--- src/design/fshc_pkg.sv ---
// ============================================================================
// fshc_pkg - shared definitions for the floppy head seek controller
// Phase codes, command codes, register indexes, reset values and the
// structures that pass configuration and status between the modules.
// ============================================================================
package fshc_pkg;

    // Fixed widths of the word fields and registers.
    localparam int TRACK_FIELD_W = 8;
    localparam int TIMER_FIELD_W = 16;
    localparam int CFG_IDX_W     = 3;
    localparam int CFG_DATA_W    = 16;
    localparam int IN_DATA_W     = 16;
    localparam int IN_USER_W     = 2;
    localparam int OUT_DATA_W    = 16;

    // Defaults for the top-level parameters.
    localparam int TRACK_BITS_DEF = 8;
    localparam int TIMER_BITS_DEF = 16;

    // Sequencer phases.
    localparam logic [2:0] PH_IDLE    = 3'd0;
    localparam logic [2:0] PH_ZWAIT   = 3'd1;
    localparam logic [2:0] PH_RPULSE  = 3'd2;
    localparam logic [2:0] PH_RSETTLE = 3'd3;
    localparam logic [2:0] PH_SPULSE  = 3'd4;
    localparam logic [2:0] PH_SSETTLE = 3'd5;
    localparam logic [2:0] PH_SNEXT   = 3'd6;

    // Commands carried with each tick.
    localparam logic [1:0] CMD_TICK  = 2'd0;
    localparam logic [1:0] CMD_SEEK  = 2'd1;
    localparam logic [1:0] CMD_RECAL = 2'd2;
    localparam logic [1:0] CMD_SIDE  = 2'd3;

    // Configuration register indexes.
    localparam logic [CFG_IDX_W-1:0] CFG_MAX_TRACKS  = 3'd0;
    localparam logic [CFG_IDX_W-1:0] CFG_DOUBLE_STEP = 3'd1;
    localparam logic [CFG_IDX_W-1:0] CFG_STEP_PULSE  = 3'd2;
    localparam logic [CFG_IDX_W-1:0] CFG_SETTLE      = 3'd3;
    localparam logic [CFG_IDX_W-1:0] CFG_ZERO_WAIT   = 3'd4;

    // Register values after reset.
    localparam logic [7:0]  RST_MAX_TRACKS  = 8'd80;
    localparam logic        RST_DOUBLE_STEP = 1'b0;
    localparam logic [7:0]  RST_STEP_PULSE  = 8'd8;
    localparam logic [15:0] RST_SETTLE      = 16'd40000;
    localparam logic [15:0] RST_ZERO_WAIT   = 16'd10000;

    // Bit positions in the result word.
    localparam int OUT_STEP_BIT = 0;
    localparam int OUT_BUSY_BIT = 3;

    typedef struct packed {
        logic [7:0]  max_tracks;
        logic        double_step;
        logic [7:0]  step_pulse_ticks;
        logic [15:0] settle_ticks;
        logic [15:0] zero_wait_ticks;
    } t_cfg;

    typedef struct packed {
        logic                     rejected;
        logic [TRACK_FIELD_W-1:0] track_now;
        logic                     busy_res;
        logic                     side_out;
        logic                     direction_in;
        logic                     step_out;
    } t_res;

endpackage

--- src/design/fshc_seq.sv ---
// ============================================================================
// fshc_seq - step and seek sequencer
// Holds the head position and phase state and advances it by one tick for
// every accepted word, producing the status seen after that tick.
// ============================================================================
module fshc_seq
    import fshc_pkg::*;
#(
    parameter int TRACK_BITS = TRACK_BITS_DEF,
    parameter int TIMER_BITS = TIMER_BITS_DEF
) (
    input  logic                     i_clk,
    input  logic                     i_rst_n,
    input  logic                     i_advance,
    input  logic [1:0]               i_command,
    input  logic [TRACK_FIELD_W-1:0] i_target_track,
    input  logic                     i_side,
    input  logic                     i_at_track_zero,
    input  t_cfg                     i_cfg,
    output t_res                     o_res
);

    logic [2:0]            r_phase, n_phase;
    logic [TRACK_BITS-1:0] r_track, n_track;
    logic [TRACK_BITS-1:0] r_goal, n_goal;
    logic [TIMER_BITS-1:0] r_timer, n_timer;
    logic                  r_pulse_idx, n_pulse_idx;
    logic                  r_inward, n_inward;
    logic                  r_side, n_side;

    logic                  rejected;
    logic                  do_pulse;
    logic                  range_bad;
    logic [TRACK_BITS-1:0] target;
    logic [TIMER_BITS-1:0] pulse_load, settle_load, zero_load;

    assign target      = TRACK_BITS'(i_target_track);
    assign pulse_load  = TIMER_BITS'(i_cfg.step_pulse_ticks);
    assign settle_load = TIMER_BITS'(i_cfg.settle_ticks);
    assign zero_load   = TIMER_BITS'(i_cfg.zero_wait_ticks);
    assign range_bad   = (i_target_track >= i_cfg.max_tracks)
                       || (TRACK_FIELD_W'(r_track) >= i_cfg.max_tracks)
                       || ((i_target_track >> TRACK_BITS) != '0);

    always_comb begin
        n_phase     = r_phase;
        n_track     = r_track;
        n_goal      = r_goal;
        n_timer     = r_timer;
        n_pulse_idx = r_pulse_idx;
        n_inward    = r_inward;
        n_side      = r_side;
        rejected    = 1'b0;
        do_pulse    = 1'b0;

        if (r_phase != PH_IDLE) begin
            rejected = (i_command != CMD_TICK);
            if ((r_phase != PH_SNEXT) && (r_timer > TIMER_BITS'(1))) begin
                n_timer = r_timer - TIMER_BITS'(1);
            end else begin
                n_timer = '0;
                unique case (r_phase)
                    PH_ZWAIT, PH_RSETTLE: begin
                        if (i_at_track_zero) begin
                            n_track = '0;
                            n_goal  = '0;
                            n_phase = PH_IDLE;
                        end else begin
                            n_inward = 1'b0;
                            n_phase  = PH_RPULSE;
                            n_timer  = pulse_load;
                        end
                    end
                    PH_RPULSE: begin
                        n_phase = PH_RSETTLE;
                        n_timer = settle_load;
                    end
                    PH_SPULSE: begin
                        n_phase = PH_SSETTLE;
                        n_timer = settle_load;
                    end
                    PH_SSETTLE: begin
                        if (i_cfg.double_step && !r_pulse_idx) begin
                            n_pulse_idx = 1'b1;
                            do_pulse    = 1'b1;
                        end else begin
                            n_pulse_idx = 1'b0;
                            n_track = r_inward ? r_track + TRACK_BITS'(1)
                                               : r_track - TRACK_BITS'(1);
                            if (n_track == r_goal) begin
                                n_phase = PH_IDLE;
                            end else begin
                                do_pulse = 1'b1;
                            end
                        end
                    end
                    PH_SNEXT: begin
                        do_pulse = 1'b1;
                    end
                    default: begin
                        n_phase = PH_IDLE;
                    end
                endcase
            end
        end else begin
            unique case (i_command)
                CMD_SEEK: begin
                    if (range_bad) begin
                        rejected = 1'b1;
                    end else if (target == '0) begin
                        n_inward    = 1'b0;
                        n_pulse_idx = 1'b0;
                        n_phase     = PH_ZWAIT;
                        n_timer     = zero_load;
                    end else if (target != r_track) begin
                        n_goal      = target;
                        n_inward    = (target > r_track);
                        n_pulse_idx = 1'b0;
                        do_pulse    = 1'b1;
                    end
                end
                CMD_RECAL: begin
                    n_inward    = 1'b0;
                    n_pulse_idx = 1'b0;
                    n_phase     = PH_ZWAIT;
                    n_timer     = zero_load;
                end
                CMD_SIDE: begin
                    n_side = i_side;
                end
                default: begin
                end
            endcase
        end

        // Start the next step pulse; an outward pulse with the head already
        // on track zero is dropped and the track is counted off at once.
        if (do_pulse) begin
            if (!n_inward && i_at_track_zero) begin
                n_track     = n_track - TRACK_BITS'(1);
                n_pulse_idx = 1'b0;
                n_timer     = '0;
                n_phase     = (n_track == n_goal) ? PH_IDLE : PH_SNEXT;
            end else begin
                n_phase = PH_SPULSE;
                n_timer = pulse_load;
            end
        end
    end

    always_ff @(posedge i_clk) begin
        if (!i_rst_n) begin
            r_phase     <= PH_IDLE;
            r_track     <= '0;
            r_goal      <= '0;
            r_timer     <= '0;
            r_pulse_idx <= 1'b0;
            r_inward    <= 1'b0;
            r_side      <= 1'b0;
        end else if (i_advance) begin
            r_phase     <= n_phase;
            r_track     <= n_track;
            r_goal      <= n_goal;
            r_timer     <= n_timer;
            r_pulse_idx <= n_pulse_idx;
            r_inward    <= n_inward;
            r_side      <= n_side;
        end
    end

    assign o_res.step_out     = (n_phase == PH_RPULSE) || (n_phase == PH_SPULSE);
    assign o_res.direction_in = n_inward;
    assign o_res.side_out     = n_side;
    assign o_res.busy_res     = (n_phase != PH_IDLE);
    assign o_res.track_now    = TRACK_FIELD_W'(n_track);
    assign o_res.rejected     = rejected;

endmodule

--- src/design/floppy_head_seek_controller_core.sv ---
// ============================================================================
// floppy_head_seek_controller_core - floppy drive step and seek controller
// Turns seek, recalibrate and side-select commands into step pulses, a
// direction line and a side line, one timing tick per input word.
// ============================================================================
// Usage:
// Every word on the slave stream is one timing tick of the step sequencer and
// may carry a command in tuser (tick only, seek, recalibrate, select side).
// tdata carries the seek target, the requested side and the decoded
// track-zero sensor. For every accepted word exactly one result word leaves
// on the master stream, giving the drive lines, busy, the believed track and
// whether this tick's command was turned away.
// The result of an accepted word is registered and valid in the cycle after it
// is accepted. Throughput is one word per cycle while the receiver keeps up;
// the sequencer state and the output register update together in the
// accepting cycle.
// If the receiver stalls, the result register holds its word and tready on
// the slave side drops until that word is taken; while the output register
// is empty or being emptied a new word is taken in every cycle.
// Reset (synchronous, active low) puts the head state at track zero, side 0,
// idle, empties the output register and loads the register defaults: 80
// tracks, single stepping, 8 tick pulses, 40000 tick settle, 10000 tick
// recalibrate wait. Registers are written through the plain write port; the user
// must write them only while the block is idle, the block does not enforce it.
// ============================================================================
module floppy_head_seek_controller_core
    import fshc_pkg::*;
#(
    parameter int TRACK_BITS = TRACK_BITS_DEF,
    parameter int TIMER_BITS = TIMER_BITS_DEF
) (
    input  logic                  i_clk,
    input  logic                  i_rst_n,

    // Slave stream: one tick per word.
    input  logic                  s_axis_tvalid,
    output logic                  s_axis_tready,
    // [7:0] target_track, [8] side, [9] at_track_zero, [15:10] zero
    input  logic [IN_DATA_W-1:0]  s_axis_tdata,
    // [1:0] command
    input  logic [IN_USER_W-1:0]  s_axis_tuser,

    // Master stream: one result word per tick.
    output logic                  m_axis_tvalid,
    input  logic                  m_axis_tready,
    // [0] step_out, [1] direction_in, [2] side_out, [3] busy_res,
    // [11:4] track_now, [12] rejected, [15:13] zero
    output logic [OUT_DATA_W-1:0] m_axis_tdata,

    // Configuration write port.
    input  logic                  i_cfg_we,
    input  logic [CFG_IDX_W-1:0]  i_cfg_idx,
    input  logic [CFG_DATA_W-1:0] i_cfg_wdata
);

    t_cfg                  r_cfg;
    t_res                  seq_res;
    logic                  in_accept;
    logic                  r_out_valid;
    logic [OUT_DATA_W-1:0] r_out_data;

    // The output register may be refilled in the same cycle it is emptied.
    assign s_axis_tready = !r_out_valid || m_axis_tready;
    assign in_accept     = s_axis_tvalid && s_axis_tready;

    // Configuration registers; an index beyond the list is ignored.
    always_ff @(posedge i_clk) begin
        if (!i_rst_n) begin
            r_cfg.max_tracks       <= RST_MAX_TRACKS;
            r_cfg.double_step      <= RST_DOUBLE_STEP;
            r_cfg.step_pulse_ticks <= RST_STEP_PULSE;
            r_cfg.settle_ticks     <= RST_SETTLE;
            r_cfg.zero_wait_ticks  <= RST_ZERO_WAIT;
        end else if (i_cfg_we) begin
            unique case (i_cfg_idx)
                CFG_MAX_TRACKS:  r_cfg.max_tracks       <= i_cfg_wdata[7:0];
                CFG_DOUBLE_STEP: r_cfg.double_step      <= i_cfg_wdata[0];
                CFG_STEP_PULSE:  r_cfg.step_pulse_ticks <= i_cfg_wdata[7:0];
                CFG_SETTLE:      r_cfg.settle_ticks     <= i_cfg_wdata[15:0];
                CFG_ZERO_WAIT:   r_cfg.zero_wait_ticks  <= i_cfg_wdata[15:0];
                default: begin
                end
            endcase
        end
    end

    // The sequencer advances its state by one tick for each accepted word and
    // reports the status after that tick.
    fshc_seq #(
        .TRACK_BITS (TRACK_BITS),
        .TIMER_BITS (TIMER_BITS)
    ) u_seq (
        .i_clk           (i_clk),
        .i_rst_n         (i_rst_n),
        .i_advance       (in_accept),
        .i_command       (s_axis_tuser[1:0]),
        .i_target_track  (s_axis_tdata[7:0]),
        .i_side          (s_axis_tdata[8]),
        .i_at_track_zero (s_axis_tdata[9]),
        .i_cfg           (r_cfg),
        .o_res           (seq_res)
    );

    // Result register: valid is control state, the word itself needs no reset.
    always_ff @(posedge i_clk) begin
        if (!i_rst_n) begin
            r_out_valid <= 1'b0;
        end else if (in_accept) begin
            r_out_valid <= 1'b1;
        end else if (m_axis_tready) begin
            r_out_valid <= 1'b0;
        end
    end

    always_ff @(posedge i_clk) begin
        if (in_accept) begin
            r_out_data <= {3'b000, seq_res.rejected, seq_res.track_now,
                           seq_res.busy_res, seq_res.side_out,
                           seq_res.direction_in, seq_res.step_out};
        end
    end

    assign m_axis_tvalid = r_out_valid;
    assign m_axis_tdata  = r_out_data;

    // Every accepted tick must leave a result word in the next cycle.
    a_result_follows: assert property (@(posedge i_clk) disable iff (!i_rst_n)
        in_accept |=> m_axis_tvalid)
        else $error("accepted tick produced no result word");

    // A waiting result must never be overwritten by a new tick.
    a_no_overrun: assert property (@(posedge i_clk) disable iff (!i_rst_n)
        (m_axis_tvalid && !m_axis_tready) |-> !s_axis_tready)
        else $error("new tick accepted over a stalled result word");

    // A step pulse is only ever driven while a seek or recalibrate runs.
    a_step_when_busy: assert property (@(posedge i_clk) disable iff (!i_rst_n)
        (m_axis_tvalid && m_axis_tdata[OUT_STEP_BIT]) |-> m_axis_tdata[OUT_BUSY_BIT])
        else $error("step pulse reported while idle");

endmodule

--- config.mk ---
export PLATFORM = sky130hd
export DESIGN_NAME = floppy_head_seek_controller_core
export DESIGN_NICKNAME = d
export VERILOG_FILES = /design/src/design/fshc_pkg.sv /design/src/design/fshc_seq.sv /design/src/design/floppy_head_seek_controller_core.sv
export SDC_FILE = /design/constraint.sdc
export NUM_CORES = 1
export LEC_CHECK = 0
export BUFFER_PORTS_ARGS = -buffer_cell sky130_fd_sc_hd__buf_2
export CAP_MARGIN = 20
export CORE_ASPECT_RATIO = 1.4
export CORE_MARGIN = 2
export CORE_UTILIZATION = 57
export DETAILED_ROUTE_END_ITERATION = 7
export PLACE_DENSITY = 0.81
export SLEW_MARGIN = 10
export SYNTH_ARGS = -nofsm -noshare
export SYNTH_HDL_FRONTEND = slang
export SYNTH_SLANG_ARGS = --single-unit
--- constraint.sdc ---
create_clock -name i_clk -period 5.1 [get_ports i_clk]
set_input_delay 1.02 -clock i_clk [delete_from_list [all_inputs] [get_ports i_clk]]
set_output_delay 1.02 -clock i_clk [all_outputs]
set_load 0.05 [all_outputs]
* Yosys cells after proc, flatten, opt, wreduce, memory -nomap -nowiden
Cells that the tools add are included.
** Storage, ports and cells
- Register bits :: 101
- Bits of input ports :: 42
- Output and inout bits :: 18
- Logic and storage cells :: 139
** Cells by class
- Add/subtract/negate cells :: 4
- Order comparisons :: 4
- Equal/unequal tests :: 21
- Multiplexer cells :: 71
- Reduce and logical (&&, ||, !) cells :: 25
** Operators with widths (count)
- $mux 8 :: 17
- $mux 16 :: 5
- $pmux 16 s2 :: 2
- $mux 1 :: 31
- $mux 3 :: 9
- $eq 8x8->1 :: 2
- $ge 8x8->1 :: 2
- $gt 16x1->1 const B :: 1
- $pmux 8 s2 :: 1
- $sub 16x1->16 const B :: 1
- $sub 8x1->8 const B :: 2
- $eq 3x2->1 const B :: 5
- $eq 3x3->1 const B :: 5
- $pmux 3 s5 :: 1
- $reduce_and 2->1 :: 5
- $add 8x1->8 const B :: 1
- $gt 8x8->1 :: 1
- $logic_not 8->1 :: 1
- $ne 8x8->1 :: 1
- $eq 3x1->1 const B :: 2
- $pmux 1 s2 :: 3
- $pmux 3 s2 :: 1
- $reduce_bool 3->1 :: 2
- $eq 2x2->1 const B :: 2
- other kinds (13) :: 22

* Logic depth before layout (Yosys ltp)
- Word-level depth :: 13
- Depth in mapped cells :: 15
- Gate-level depth less buffers :: 15

* Cells and area by module
A second synthesis with hierarchy kept.
** Unflattened totals
- Cell total of the unflattened synthesis :: 809
- Area total of the unflattened synthesis :: 6877.8 um2
** Modules (own cells, without submodules)
- fshc_seq :: instances 1, cells each 595, area each 4475.5 um2, sequential area each 760.7 um2
- floppy_head_seek_controller_core :: instances 1, cells each 214, area each 2402.3 um2, sequential area each 1391.3 um2

* Worst setup path before layout
Ideal clock, no wire load.
- Path type :: input port to flip-flop
- From :: input s_axis_tdata[6]
- To :: register r_out_data[3] (netlist: m_axis_tdata[3]), data pin
- Setup time :: 261 ps
- Arrival :: 3448 ps
- Data required time :: 4839 ps
- Path slack :: 1392 ps
- Stages :: 13
- Buffers on the path :: 2
- Path through :: ha_1 > a21o_1 > a211oi_1 > o31ai_1 > or4b_1 > clkbuf_1 > buf_2 > mux2i_1 > xor2_1 > and3_1 > a21oi_1 > nor3_1 > a21oi_1
** RTL lines
- start: declaration :: RTL line floppy_head_seek_controller_core.sv:39 : input logic [IN_DATA_W-1:0] s_axis_tdata,
- end signal: assignment :: RTL line floppy_head_seek_controller_core.sv:117 : r_out_data <= {3'b000, seq_res.rejected, seq_res.track_now,
- end: declaration :: RTL line floppy_head_seek_controller_core.sv:60 : logic [OUT_DATA_W-1:0] r_out_data;

==> flow_summary.toml <==
[run_status]
status = "finished clean"

[synth]
ys_types = 72
syn-mean-instance-area_um2 = 7.78
yosysWarnings = 0
synth_area_um2 = 6350
synth_cells = 817
synth_ff_type = "dfxtp_1"
synth.most_common_cell = "nand2_1"
synth_seq_cells = 101
synthTopCellsByArea = "dfxtp_1, nand2_1, ha_1"
yosysTopAreaCellShare_pct = 27.7
synth_edf_count = 13
synth_commonest_cells = "nand2_1, dfxtp_1, a21oi_1, nor2_1, o21ai_0"
yosysSeqAreaShare_pct = 33.9
async_flop_share_pct = 0
yosysTopAreaCell = "dfxtp_1"

[timing]
max_freq_mhz = 220
setup_viol = 0
setup_tns_ps = 0
finalHoldViolCount = 0
min_period_ps = 4540
finalCritPeriodShare_pct = 89.0
slew_violations = 0
worst_pin_slew_ps = 1020
relSlewSlack_pct = 32.1
rsz0062_at_grt = "false"
clock_skew_ps = 7.56

[setup_path]
cp.required_ps = 5370
worstSetupStartpoint = "u_seq.r_inward$_SDFFE_PN0P_"
r2r_slack_ps = 560
cpPeakStageDelay_ps = 560
path_cells = "inv_1 > fa_1 > xor2_1 > xor2_1 > a2111oi_0 > or4b_1 > nor4b_2 > o311ai_4 > and2b_1 > xnor2_1 > nor2_1 > a211oi_1"
r2r-end = "u_seq.r_track[0]$_SDFFE_PN0P_"
r2r_start = "u_seq.r_inward$_SDFFE_PN0P_"
end_kind = "register"
path_max_fanout = 12
startpoint_type = "register"
cp.arrival_ps = 4810
critPathMostFrequentCell = "xor2_1"
path_class = "reg -> reg"
reg2reg_depth = 12
endpoint = "u_seq.r_track[0]$_SDFFE_PN0P_"
slowest_stage = "nor4b_2"

[grt]
grt_max_degree = 69
antenna_found_initial = 0
grt_pass1_vias = 5777
grt_usage_pct = 29.4
overflow = 0
grt_pass1_wl_um = 27900

[floorplan]
core_area_um2 = 10900
start_util_pct = 58.5
design.die.area_um2 = 12000
fp.dieW_um = 93.2
die_h_um = 129
rows = 45
io_pins = 60

[routing]
wl_um = 17200
remaining_drc_errors = 0
drt-pass1-iter-count = 6
routedWlPerCell_um = 17.4
vias = 6014
postRouteAntennaNets = 0
viasPerCell = 6.11
drtIter0Drc = 522

[finish]
fin_cells = 984
fillers = 949
fin_nets = 919
drive_gt1_share_pct = 10.1
syn2layout_area_growth_pct = 9.41
antenna_cells = 0

[placement]
dp_hpwl_um = 12600
portBuffers = 50
dp.cells = 968
gp_congestion = 0.956

[clocking]
cts_made_buffers = 9
postCtsSetupRepairBufs = 0
cts-root-buf = "clkbuf_16"
path_clk_slew_ps = 70
cts_tree = "built"
post_cts_resized = 0
clock_sinks = 101
ctsHoldBuffers = 0
htreeDepth = 3
clk-insertion-delay-late_ps = 350
clockBufferDepth = 2

[flow_run]
maxCapViolCount = 0

[power_and_ir_drop]
p_total_mw = 3.02
power.static_leakage_nw = 2.83
p_per_area_nw_per_um2 = 434
max-vdd-ir-drop_mv = 0.241

[hold_path]
hold_path.class = "reg -> reg"
worstHoldPathCells = 2
[final cells by class]
type	instances	area, um2	area share [%]
inverters	35	131	1.89
flip-flops and latches	101	2150	31.0
repair buffers	53	285	4.10
well taps	141	176	2.54
clock buffers	10	229	3.29
clock inverters	5	85.1	1.22
multi-input cells	639	3890	56.0
[worst min-delay path by stage]
stage          slack, ps                         to                       from
6_report             460     r_cfg[11]$_SDFFE_PN0P_     r_cfg[11]$_SDFFE_PN0P_
5_1_grt              470     r_cfg[21]$_SDFFE_PN0P_     r_cfg[21]$_SDFFE_PN0P_
4_1_cts              460     r_cfg[11]$_SDFFE_PN0P_     r_cfg[11]$_SDFFE_PN0P_
3_5_place_dp         450     r_cfg[11]$_SDFFE_PN0P_     r_cfg[11]$_SDFFE_PN0P_
3_3_place_gp         440  u_seq.r_side$_SDFFE_PN0P_  u_seq.r_side$_SDFFE_PN0P_
2_1_floorplan        430  u_seq.r_side$_SDFFE_PN0P_  u_seq.r_side$_SDFFE_PN0P_
[critical path: cells and delay by family, from the launching register on]
family                     cells  cell delay, ps
AOI/OAI and AO/OA              3             890
DFF                            1             390
and+or+nand+nor                4            1540
buffers and inverters          1             220
xor gates and xnor gates       3             870
adders and majority gates      1             530
[where the power goes]
part	switching, mW	internal [mW]	total (mW)	leakage [nW]
clock	0.314	0.432	0.745	0.151
sequential	0.0848	0.883	0.968	0.845
combinational	0.834	0.469	1.30	1.83
total	1.23	1.78	3.02	2.83
[kinds of logic after synthesis]
family | share of synthesized area, %
compound gates | 19.8
xor+xnor | 7.13
other cells | 0.0590
simple gates | 24.6
flops | 33.9
fa+ha+maj | 7.60
buf+inv | 5.06
mux | 1.91
[metrics by stage]
stage               setup slack (ps)  instance area (um2)  hold WS [ps]  util [%]
floorplan                       1390                 6360           433         -
global placement                 731                 6620           439      60.9
detailed placement               609                 6620           447      60.9
CTS                              641                 6930           456      63.8
global route                     315                 6950           467      64.0
finish                           561                 6950           458      64.0
[layer usage]
| metal | global-route usage, % | part of all wire [%] |
|---|---|---|
| met5 | 0 | 0 |
| met4 | 18.4 | 5.6 |
| met3 | 4.16 | 5.5 |
| met2 | 50.6 | 50 |
| met1 | 34.0 | 39 |
[registers in the layout (all words and copies together), names as in the netlist]
register / flops
m_axis_tdata: 13
u_seq.r_timer: 16
u_seq.r_track: 8
u_seq.r_inward: 1
m_axis_tvalid: 1
u_seq.r_side: 1
u_seq.r_goal: 8
r_cfg: 49
u_seq.r_pulse_idx: 1
u_seq.r_phase: 3
[layout by cell type (no fill, tap or decap), types with 17 or more instances in the layout]
cell and n:
xnor2_1 27, o21ai_0 39, a22oi_1 17, nand3_1 34
a21oi_1 77, inv_1 34, nor3_1 22, dfxtp_1 88
nor2_1 60, nand2_1 164, ha_1 37, buf_2 50
Note: power is estimated with default switching activity, not from simulation.
